<file path="src/design/assert_macros.svh">
// assertion helpers used by wav_header_parser_unit
`ifndef ASSERT_MACROS_SVH
`define ASSERT_MACROS_SVH

`ifndef SYNTHESIS

`define ASSERT_PROP(lbl, clk, rst_n, prop) \
  lbl: assert property (@(posedge clk) disable iff (!rst_n) prop) \
    else $error("assertion failed");

`define ASSERT_NEVER(lbl, clk, rst_n, expr) \
  lbl: assert property (@(posedge clk) disable iff (!rst_n) !(expr)) \
    else $error("forbidden condition seen");

`else

`define ASSERT_PROP(lbl, clk, rst_n, prop)

`define ASSERT_NEVER(lbl, clk, rst_n, expr)

`endif

`endif

</file>
<file path="src/design/whp_pkg.sv">
package whp_pkg;

  typedef enum logic [3:0] {
    PH_RIFF      = 4'd0,
    PH_RIFFSIZE  = 4'd1,
    PH_WAVE      = 4'd2,
    PH_SCANFMT   = 4'd3,
    PH_FMTSIZE   = 4'd4,
    PH_FORMAT    = 4'd5,
    PH_CHANNELS  = 4'd6,
    PH_RATE      = 4'd7,
    PH_SKIPSIX   = 4'd8,
    PH_BITS      = 4'd9,
    PH_EXTRA     = 4'd10,
    PH_CHUNKID   = 4'd11,
    PH_CHUNKSIZE = 4'd12,
    PH_SKIPCHUNK = 4'd13,
    PH_DATASIZE  = 4'd14,
    PH_DONE      = 4'd15
  } phase_t;

  typedef enum logic [3:0] {
    ST_OK        = 4'd0,
    ST_TRUNC     = 4'd1,
    ST_BAD_RIFF  = 4'd2,
    ST_BAD_WAVE  = 4'd3,
    ST_FMT_SIZE  = 4'd4,
    ST_NOT_PCM   = 4'd5,
    ST_CHANNELS  = 4'd6,
    ST_ZERO_RATE = 4'd7,
    ST_BIT_DEPTH = 4'd8
  } status_t;

  localparam logic [31:0] TAG_RIFF = 32'h4646_4952;
  localparam logic [31:0] TAG_WAVE = 32'h4556_4157;
  localparam logic [31:0] TAG_FMT  = 32'h2074_6d66;
  localparam logic [31:0] TAG_DATA = 32'h6174_6164;

  localparam logic [31:0] FMT_SIZE_BASE = 32'd16;
  localparam logic [31:0] FMT_SIZE_EXT  = 32'd18;
  localparam logic [31:0] FMT_SIZE_WIDE = 32'd40;
  localparam logic [4:0]  EXTRA_EXT     = 5'(18 - 16);
  localparam logic [4:0]  EXTRA_WIDE    = 5'(40 - 16);
  localparam logic [31:0] SKIP_SIX      = 32'd6;

  typedef struct packed {
    logic [7:0] data_byte;
    logic       first_byte;
    logic       last_byte;
  } in_item_t;

  typedef struct packed {
    status_t     status;
    logic [1:0]  channel_count;
    logic [4:0]  sample_bits;
    logic [31:0] rate_hz;
    logic [31:0] data_length;
  } out_item_t;

endpackage

</file>
<file path="src/design/wav_header_parser_unit.sv">
// the final header byte passes the input register, then its result is registered
// throughput: one byte per cycle, limited only by the result register being stalled
// one result per file: success, first error, or truncation on the last byte
// reset: synchronous active-low rst_n; parser expects the riff tag, both stages empty
`include "assert_macros.svh"

module wav_header_parser_unit
  import whp_pkg::*;
(
  input  logic      clk,
  input  logic      rst_n,
  input  logic      in_valid,
  output logic      in_stall,
  input  in_item_t  in_item,
  output logic      out_valid,
  input  logic      out_stall,
  output out_item_t out_item
);

  logic      in_vld_r;
  in_item_t  in_item_r;
  logic      out_valid_r;
  out_item_t out_item_r;

  phase_t      ph_r, ph_nxt;
  logic [1:0]  biw_r, biw_nxt;
  logic [31:0] ws_r, ws_nxt;
  logic [31:0] skip_r, skip_nxt;
  logic [4:0]  extra_r, extra_nxt;
  logic [1:0]  hch_r, hch_nxt;
  logic [4:0]  hbits_r, hbits_nxt;
  logic [31:0] hrate_r, hrate_nxt;

  logic        advance;
  logic        step;
  phase_t      eff_ph;
  logic [1:0]  eff_biw;
  logic [31:0] eff_ws;
  logic [31:0] eff_skip;
  logic [4:0]  eff_extra;
  logic [31:0] ws_new;
  logic [15:0] v;
  logic        done4;
  logic        done2;
  logic [31:0] skip_dec;
  logic [4:0]  extra_dec;
  logic        res_vld;
  status_t     res_code;
  out_item_t   res_item;

  assign advance  = !out_valid_r || !out_stall;
  assign step     = in_vld_r && advance;
  assign in_stall = in_vld_r && !advance;

  // restart view of the state when a file begins
  assign eff_ph    = in_item_r.first_byte ? PH_RIFF : ph_r;
  assign eff_biw   = in_item_r.first_byte ? 2'd0 : biw_r;
  assign eff_ws    = in_item_r.first_byte ? 32'd0 : ws_r;
  assign eff_skip  = in_item_r.first_byte ? 32'd0 : skip_r;
  assign eff_extra = in_item_r.first_byte ? 5'd0 : extra_r;

  assign ws_new    = {in_item_r.data_byte, eff_ws[31:8]};
  assign v         = ws_new[31:16];
  assign done4     = (eff_biw == 2'd3);
  assign done2     = (eff_biw != 2'd0);
  assign skip_dec  = eff_skip - 32'd1;
  assign extra_dec = eff_extra - 5'd1;

  // result decision
  always_comb begin
    res_vld  = 1'b0;
    res_code = ST_OK;
    case (eff_ph)
      PH_RIFF: begin
        if (done4 && ws_new != TAG_RIFF) begin
          res_vld  = 1'b1;
          res_code = ST_BAD_RIFF;
        end
      end
      PH_WAVE: begin
        if (done4 && ws_new != TAG_WAVE) begin
          res_vld  = 1'b1;
          res_code = ST_BAD_WAVE;
        end
      end
      PH_FMTSIZE: begin
        if (done4 && ws_new != FMT_SIZE_BASE && ws_new != FMT_SIZE_EXT &&
            ws_new != FMT_SIZE_WIDE) begin
          res_vld  = 1'b1;
          res_code = ST_FMT_SIZE;
        end
      end
      PH_FORMAT: begin
        if (done2 && v != 16'd1) begin
          res_vld  = 1'b1;
          res_code = ST_NOT_PCM;
        end
      end
      PH_CHANNELS: begin
        if (done2 && v != 16'd1 && v != 16'd2) begin
          res_vld  = 1'b1;
          res_code = ST_CHANNELS;
        end
      end
      PH_RATE: begin
        if (done4 && ws_new == 32'd0) begin
          res_vld  = 1'b1;
          res_code = ST_ZERO_RATE;
        end
      end
      PH_BITS: begin
        if (done2 && v != 16'd8 && v != 16'd16) begin
          res_vld  = 1'b1;
          res_code = ST_BIT_DEPTH;
        end
      end
      PH_DATASIZE: begin
        if (done4) begin
          res_vld  = 1'b1;
          res_code = ST_OK;
        end
      end
      default: begin
      end
    endcase
    if (eff_ph != PH_DONE && !res_vld && in_item_r.last_byte) begin
      res_vld  = 1'b1;
      res_code = ST_TRUNC;
    end
    res_item.status = res_code;
    if (res_code == ST_OK) begin
      res_item.channel_count = hch_r;
      res_item.sample_bits   = hbits_r;
      res_item.rate_hz       = hrate_r;
      res_item.data_length   = ws_new;
    end else begin
      res_item.channel_count = 2'd0;
      res_item.sample_bits   = 5'd0;
      res_item.rate_hz       = 32'd0;
      res_item.data_length   = 32'd0;
    end
  end

  // next state
  always_comb begin
    ph_nxt    = eff_ph;
    biw_nxt   = eff_biw;
    ws_nxt    = ws_new;
    skip_nxt  = eff_skip;
    extra_nxt = eff_extra;
    hch_nxt   = in_item_r.first_byte ? 2'd0 : hch_r;
    hbits_nxt = in_item_r.first_byte ? 5'd0 : hbits_r;
    hrate_nxt = in_item_r.first_byte ? 32'd0 : hrate_r;
    case (eff_ph)
      PH_RIFF, PH_RIFFSIZE, PH_WAVE, PH_SCANFMT, PH_FMTSIZE, PH_RATE,
      PH_CHUNKID, PH_CHUNKSIZE, PH_DATASIZE: begin
        biw_nxt = done4 ? 2'd0 : 2'(eff_biw + 2'd1);
      end
      PH_FORMAT, PH_CHANNELS, PH_BITS: begin
        biw_nxt = done2 ? 2'd0 : 2'(eff_biw + 2'd1);
      end
      default: begin
      end
    endcase
    case (eff_ph)
      PH_RIFF: begin
        if (done4) ph_nxt = PH_RIFFSIZE;
      end
      PH_RIFFSIZE: begin
        if (done4) ph_nxt = PH_WAVE;
      end
      PH_WAVE: begin
        if (done4) ph_nxt = PH_SCANFMT;
      end
      PH_SCANFMT: begin
        if (done4 && ws_new == TAG_FMT) ph_nxt = PH_FMTSIZE;
      end
      PH_FMTSIZE: begin
        if (done4) begin
          ph_nxt = PH_FORMAT;
          if (ws_new == FMT_SIZE_EXT) begin
            extra_nxt = EXTRA_EXT;
          end else if (ws_new == FMT_SIZE_WIDE) begin
            extra_nxt = EXTRA_WIDE;
          end else begin
            extra_nxt = 5'd0;
          end
        end
      end
      PH_FORMAT: begin
        if (done2) ph_nxt = PH_CHANNELS;
      end
      PH_CHANNELS: begin
        if (done2) begin
          hch_nxt = v[1:0];
          ph_nxt  = PH_RATE;
        end
      end
      PH_RATE: begin
        if (done4) begin
          hrate_nxt = ws_new;
          skip_nxt  = SKIP_SIX;
          ph_nxt    = PH_SKIPSIX;
        end
      end
      PH_SKIPSIX: begin
        skip_nxt = skip_dec;
        if (skip_dec == 32'd0) ph_nxt = PH_BITS;
      end
      PH_BITS: begin
        if (done2) begin
          hbits_nxt = v[4:0];
          ph_nxt    = (eff_extra == 5'd0) ? PH_CHUNKID : PH_EXTRA;
        end
      end
      PH_EXTRA: begin
        extra_nxt = extra_dec;
        if (extra_dec == 5'd0) ph_nxt = PH_CHUNKID;
      end
      PH_CHUNKID: begin
        if (done4) ph_nxt = (ws_new == TAG_DATA) ? PH_DATASIZE : PH_CHUNKSIZE;
      end
      PH_CHUNKSIZE: begin
        if (done4) begin
          skip_nxt = ws_new;
          ph_nxt   = (ws_new == 32'd0) ? PH_CHUNKID : PH_SKIPCHUNK;
        end
      end
      PH_SKIPCHUNK: begin
        skip_nxt = skip_dec;
        if (skip_dec == 32'd0) ph_nxt = PH_CHUNKID;
      end
      default: begin
      end
    endcase
    if (eff_ph == PH_DONE) begin
      ws_nxt = eff_ws;
    end
    if (res_vld) ph_nxt = PH_DONE;
  end

  always_ff @(posedge clk) begin
    if (!rst_n) begin
      in_vld_r <= 1'b0;
    end else if (!in_stall) begin
      in_vld_r <= in_valid;
    end
    if (!in_stall) begin
      in_item_r <= in_item;
    end
  end

  always_ff @(posedge clk) begin
    if (!rst_n) begin
      ph_r    <= PH_RIFF;
      biw_r   <= 2'd0;
      ws_r    <= 32'd0;
      skip_r  <= 32'd0;
      extra_r <= 5'd0;
      hch_r   <= 2'd0;
      hbits_r <= 5'd0;
      hrate_r <= 32'd0;
    end else if (step) begin
      ph_r    <= ph_nxt;
      biw_r   <= biw_nxt;
      ws_r    <= ws_nxt;
      skip_r  <= skip_nxt;
      extra_r <= extra_nxt;
      hch_r   <= hch_nxt;
      hbits_r <= hbits_nxt;
      hrate_r <= hrate_nxt;
    end
  end

  always_ff @(posedge clk) begin
    if (!rst_n) begin
      out_valid_r <= 1'b0;
    end else if (advance) begin
      out_valid_r <= step && res_vld;
    end
    if (step && res_vld) begin
      out_item_r <= res_item;
    end
  end

  assign out_valid = out_valid_r;
  assign out_item  = out_item_r;

  `ASSERT_PROP(a_result_ends_file, clk, rst_n, $rose(out_valid_r) |-> ph_r == PH_DONE)
  `ASSERT_PROP(a_ok_fields, clk, rst_n,
    (out_valid_r && out_item_r.status == ST_OK) |->
      (out_item_r.channel_count != 2'd0 &&
       (out_item_r.sample_bits == 5'd8 || out_item_r.sample_bits == 5'd16) &&
       out_item_r.rate_hz != 32'd0))
  `ASSERT_PROP(a_err_zero, clk, rst_n,
    (out_valid_r && out_item_r.status != ST_OK) |->
      (out_item_r.channel_count == 2'd0 && out_item_r.sample_bits == 5'd0 &&
       out_item_r.rate_hz == 32'd0 && out_item_r.data_length == 32'd0))
  `ASSERT_NEVER(a_stall_empty, clk, rst_n, in_stall && !in_vld_r)

endmodule
</file>
<file path="config.mk">
export PLATFORM = sky130hd
export DESIGN_NAME = wav_header_parser_unit
export DESIGN_NICKNAME = d
export VERILOG_FILES = /design/src/design/whp_pkg.sv /design/src/design/wav_header_parser_unit.sv
export VERILOG_INCLUDE_DIRS = /design/src /design/src/design
export SDC_FILE = /design/constraint.sdc
export NUM_CORES = 1
export LEC_CHECK = 0
export BUFFER_PORTS_ARGS = -buffer_cell sky130_fd_sc_hd__buf_4
export CORE_MARGIN = 2
export CORE_UTILIZATION = 42
export DETAILED_ROUTE_END_ITERATION = 16
export PLACE_DENSITY = 0.67
export SLEW_MARGIN = 25
export SYNTH_ARGS = -nofsm -noshare
export SYNTH_HDL_FRONTEND = slang
export SYNTH_SLANG_ARGS = --single-unit
</file>
<file path="constraint.sdc">
create_clock -name clk -period 7.8 [get_ports clk]
set_input_delay 0.39 -clock clk [delete_from_list [all_inputs] [get_ports clk]]
set_output_delay 0.39 -clock clk [all_outputs]
set_load 0.05 [all_outputs]
</file>
==> run metrics <==
status=finished clean; adder and majority gate portion of the synthesized area=0.736%; Power Density=197 mW/mm²; shortest period the worst path allows=~5000 ps; netlist area before placement=0.0102 mm²; r2r worst-path depth=16; number of H-tree branching levels=4; share of post-route cells with drive strength above 1=13.6%; maximum buffer depth of the clock tree=2; post-detailed-routing wire length=29400 µm; syn nets=1143; total core area=0.0241 mm²; vias per cell=5.88; transition time of the tightest slew-check pin=1060 ps; max-slew violation count=0; TritonCTS clock tree=yes; period utilization=between 60 and 70%; count of distinct cell types in the synthesized netlist=78; Max Fclk=about 200 MHz; total area of sequential cells=between 0.004 and 0.005 mm²; critical setup path kind=reg2reg; TritonCTS sink count=193; capture instance of the worst register-to-register path=out_item[14]; Clock Pin Slew Worst Setup and Hold Paths=80 ps; average wire per cell in the routed design=19.7 µm; Worst Hold Class=in2reg; share of cell area taken by muxes after synthesis=0.196%; setup repair after global routing missed its margin=false; maximum number of pins on one net before global-route repair=112; Worst Skew=15.3 ps; final setup violating endpoints=0; WHS Endpoint=in_item_r[4]; synthesized instance count=about 1100; top library cells by usage in the layout, fill and taps aside=sky130_fd_sc_hd__dfxtp_1 (108), sky130_fd_sc_hd__buf_4 (106), sky130_fd_sc_hd__nand2_1 (105); full die area=0.0255 mm²; XOR/XNOR share of the synthesized area=1.20%; cell depth of the worst hold path=1; Worst setup EP type=register; number of buffers inserted by post-CTS setup repair=0; number of antenna violations at the first check in global routing=0; portion of the post-synthesis area used by sequential elements=46.2%; commonest non-fill, non-tap cell in the layout=sky130_fd_sc_hd__dfxtp_1; Primary FF master, synth=sky130_fd_sc_hd__dfxtp_1; area fraction in compound gates after synthesis=19.9%; minimum hold slack=112 ps; Initial Utilization=a little over two fifths; simple logic cell fraction of the synthesized area=26.4%; net total in the final layout=roughly 1200; Max Fanout on Critical Path=52; insertion delay of the later-clocked pin in the worst-skew pair=between 400 and 500 ps; number of rows in the core area=57; Req. time, crit path=7900 ps; global-route total usage across every layer=22.7%; # hold bufs at CTS=0; Resized Gates After CTS=0; largest family of logic cells by synthesized area=simple AND/OR/NAND/NOR gates; number of warning messages in the yosys log=0; overall die height=~160 µm; post-detailed-route count of antenna-violating nets=0; standby leakage power=approximately 4 nW; # diodes=0; Post-route DRC=0; setup slack, reg-to-reg=2780 ps; Starting DRT DRC Count=978; total non-filler cell area in the finished layout=around 0.012 mm²; Mean Syn Cell Area=between 9 and 10 µm²; Filler Cell Count=2354; number of detailed-route iterations in the first pass=6; arrival time of the worst setup path=5120 ps; buffer cell driving the clock tree root=sky130_fd_sc_hd__clkbuf_16; area taken by multi-input logic gates=about 0.005 mm²; port bufs=90; worst hold start=in_item[4]; total negative slack=0 ps; vias in the first global route=approximately 8000; origin of the critical flop-to-flop path=in_item_r[1]; count of flip-flops with a built-in enable after synthesis=85; cell area after placement=0.0110 mm²; startpoint type of the worst setup path=register; FF+latch count, synth=193; number of top-level pins=91; MaxCap Viol Count=0; detailed placer's ending HPWL=19000 µm; VDD IR max=0.125 mV; Via Count=8759; leftover overflow at the end of global routing=0; global-route wire length before repair=46000 µm; routability congestion estimate from global placement=0.957; final count of hold timing violations=0; horizontal extent of the die=160 µm; total clock buffers created by CTS=17; proportion of synthesized flip-flops having asynchronous set or reset=0%; Slew Limit Headroom=28.9%; area growth from synthesis to final layout=13.5%
[state kept, by name (all words and copies together), names as in the netlist]
register   cells
out_valid      1
hch_r          2
extra_r        5
hbits_r        5
out_item      75
in_vld_r       1
ws_r          24
ph_r           4
hrate_r       32
skip_r        32
biw_r          2
in_item_r     10
[cells by family (layout without fill, tap and decap cells)]
logic type                 count (synthesis)  count (layout)
DFF                                      193             193
muxes                                      2               2
and+or+nand+nor                          487             487
buffers and inverters                    123             165
AOI/OAI and AO/OA                        298             298
adders and majority gates                  6               6
xor gates and xnor gates                  14              14
[Yosys cell counts, types with 13 or more instances]
cell type                  number  area share [%]
sky130_fd_sc_hd__nor3_1        34             1.7
sky130_fd_sc_hd__o21ai_0       57             2.8
sky130_fd_sc_hd__a31oi_1       18             1.1
sky130_fd_sc_hd__nand2_1      105             3.9
sky130_fd_sc_hd__a22oi_1       55             4.1
sky130_fd_sc_hd__nor4_1        26             1.6
sky130_fd_sc_hd__dfxtp_1      108              21
sky130_fd_sc_hd__nor2_1        66             2.4
sky130_fd_sc_hd__edfxtp_1      85              25
sky130_fd_sc_hd__a21boi_0      28             2.1
sky130_fd_sc_hd__buf_2         13            0.64
sky130_fd_sc_hd__and2_1        72             4.4
sky130_fd_sc_hd__a21oi_1       45             2.2
sky130_fd_sc_hd__clkbuf_1      70             2.6
sky130_fd_sc_hd__nand3_1       19            0.93
sky130_fd_sc_hd__nor2b_1       76             4.7
sky130_fd_sc_hd__inv_1         26            0.96
sky130_fd_sc_hd__nand4_1       16            0.98
[metrics by stage]
stage	util, %	instances	setup slack (ps)	total power [W]
final	48.0	1489	2780	0.00228
after global routing	48.0	1489	2280	0.00235
after CTS	48.0	1489	2800	0.00229
after detailed placement	45.6	1457	2810	0.00141
after global placement	45.6	1457	2950	0.00141
after floorplan	-	1123	2380	0.00134
[per-layer routing]
| metal | vias up | wire length, µm | GRT usage, % |
|---|---|---|---|
| li1 | 4177 | - | - |
| met1 | 4162 | 13000 | 31.9 |
| met2 | 376 | 13700 | 35.1 |
| met3 | 44 | 2020 | 3.87 |
| met4 | 0 | 702 | 8.60 |
| met5 | - | 0 | 0 |
[how the worst max path moves through the flow]
stage	startpoint	to	cells after the start
after CTS	in_item_r[1]	out_item[13]	16
after detailed placement	in_item_r[1]	out_item[14]	16
after global placement	in_item_r[1]	out_item[3]	16
after global routing	in_item_r[1]	out_item[13]	16
final	in_item_r[1]	out_item[14]	16
after floorplan	in_item_r[1]	out_item[0]	18
[report_power, final]
group	switching, W	leakage [nW]	internal, W	total, W
clock	0.000451	0.289	0.000433	0.000884
combinational	0.000189	2.10	0.0000935	0.000283
sequential	0.0000370	1.68	0.00108	0.00111
[worst max-delay path, stage by stage (launching register included)]
cell	delay [ps]
sky130_fd_sc_hd__edfxtp_1	370
sky130_fd_sc_hd__buf_4	310
sky130_fd_sc_hd__inv_1	100
sky130_fd_sc_hd__buf_4	400
sky130_fd_sc_hd__nand2_1	140
sky130_fd_sc_hd__inv_1	80
sky130_fd_sc_hd__ha_1	140
sky130_fd_sc_hd__buf_4	250
sky130_fd_sc_hd__nand2b_1	160
sky130_fd_sc_hd__nor3_1	490
sky130_fd_sc_hd__and3_1	270
sky130_fd_sc_hd__a21oi_1	130
sky130_fd_sc_hd__and4bb_1	280
sky130_fd_sc_hd__nand2_1	190
sky130_fd_sc_hd__nand2_1	110
sky130_fd_sc_hd__inv_2	630
sky130_fd_sc_hd__buf_4	520
[layout make-up]
type	count	area share, %
Clock buffer	18	3.71
Clock inverter	14	1.38
Inverter	27	0.876
Multi-Input combinational cell	807	42.9
Sequential cell	193	40.7
Tap cell	324	3.50
Timing Repair Buffer	106	6.88
Power figures use the tool's default switching activity.
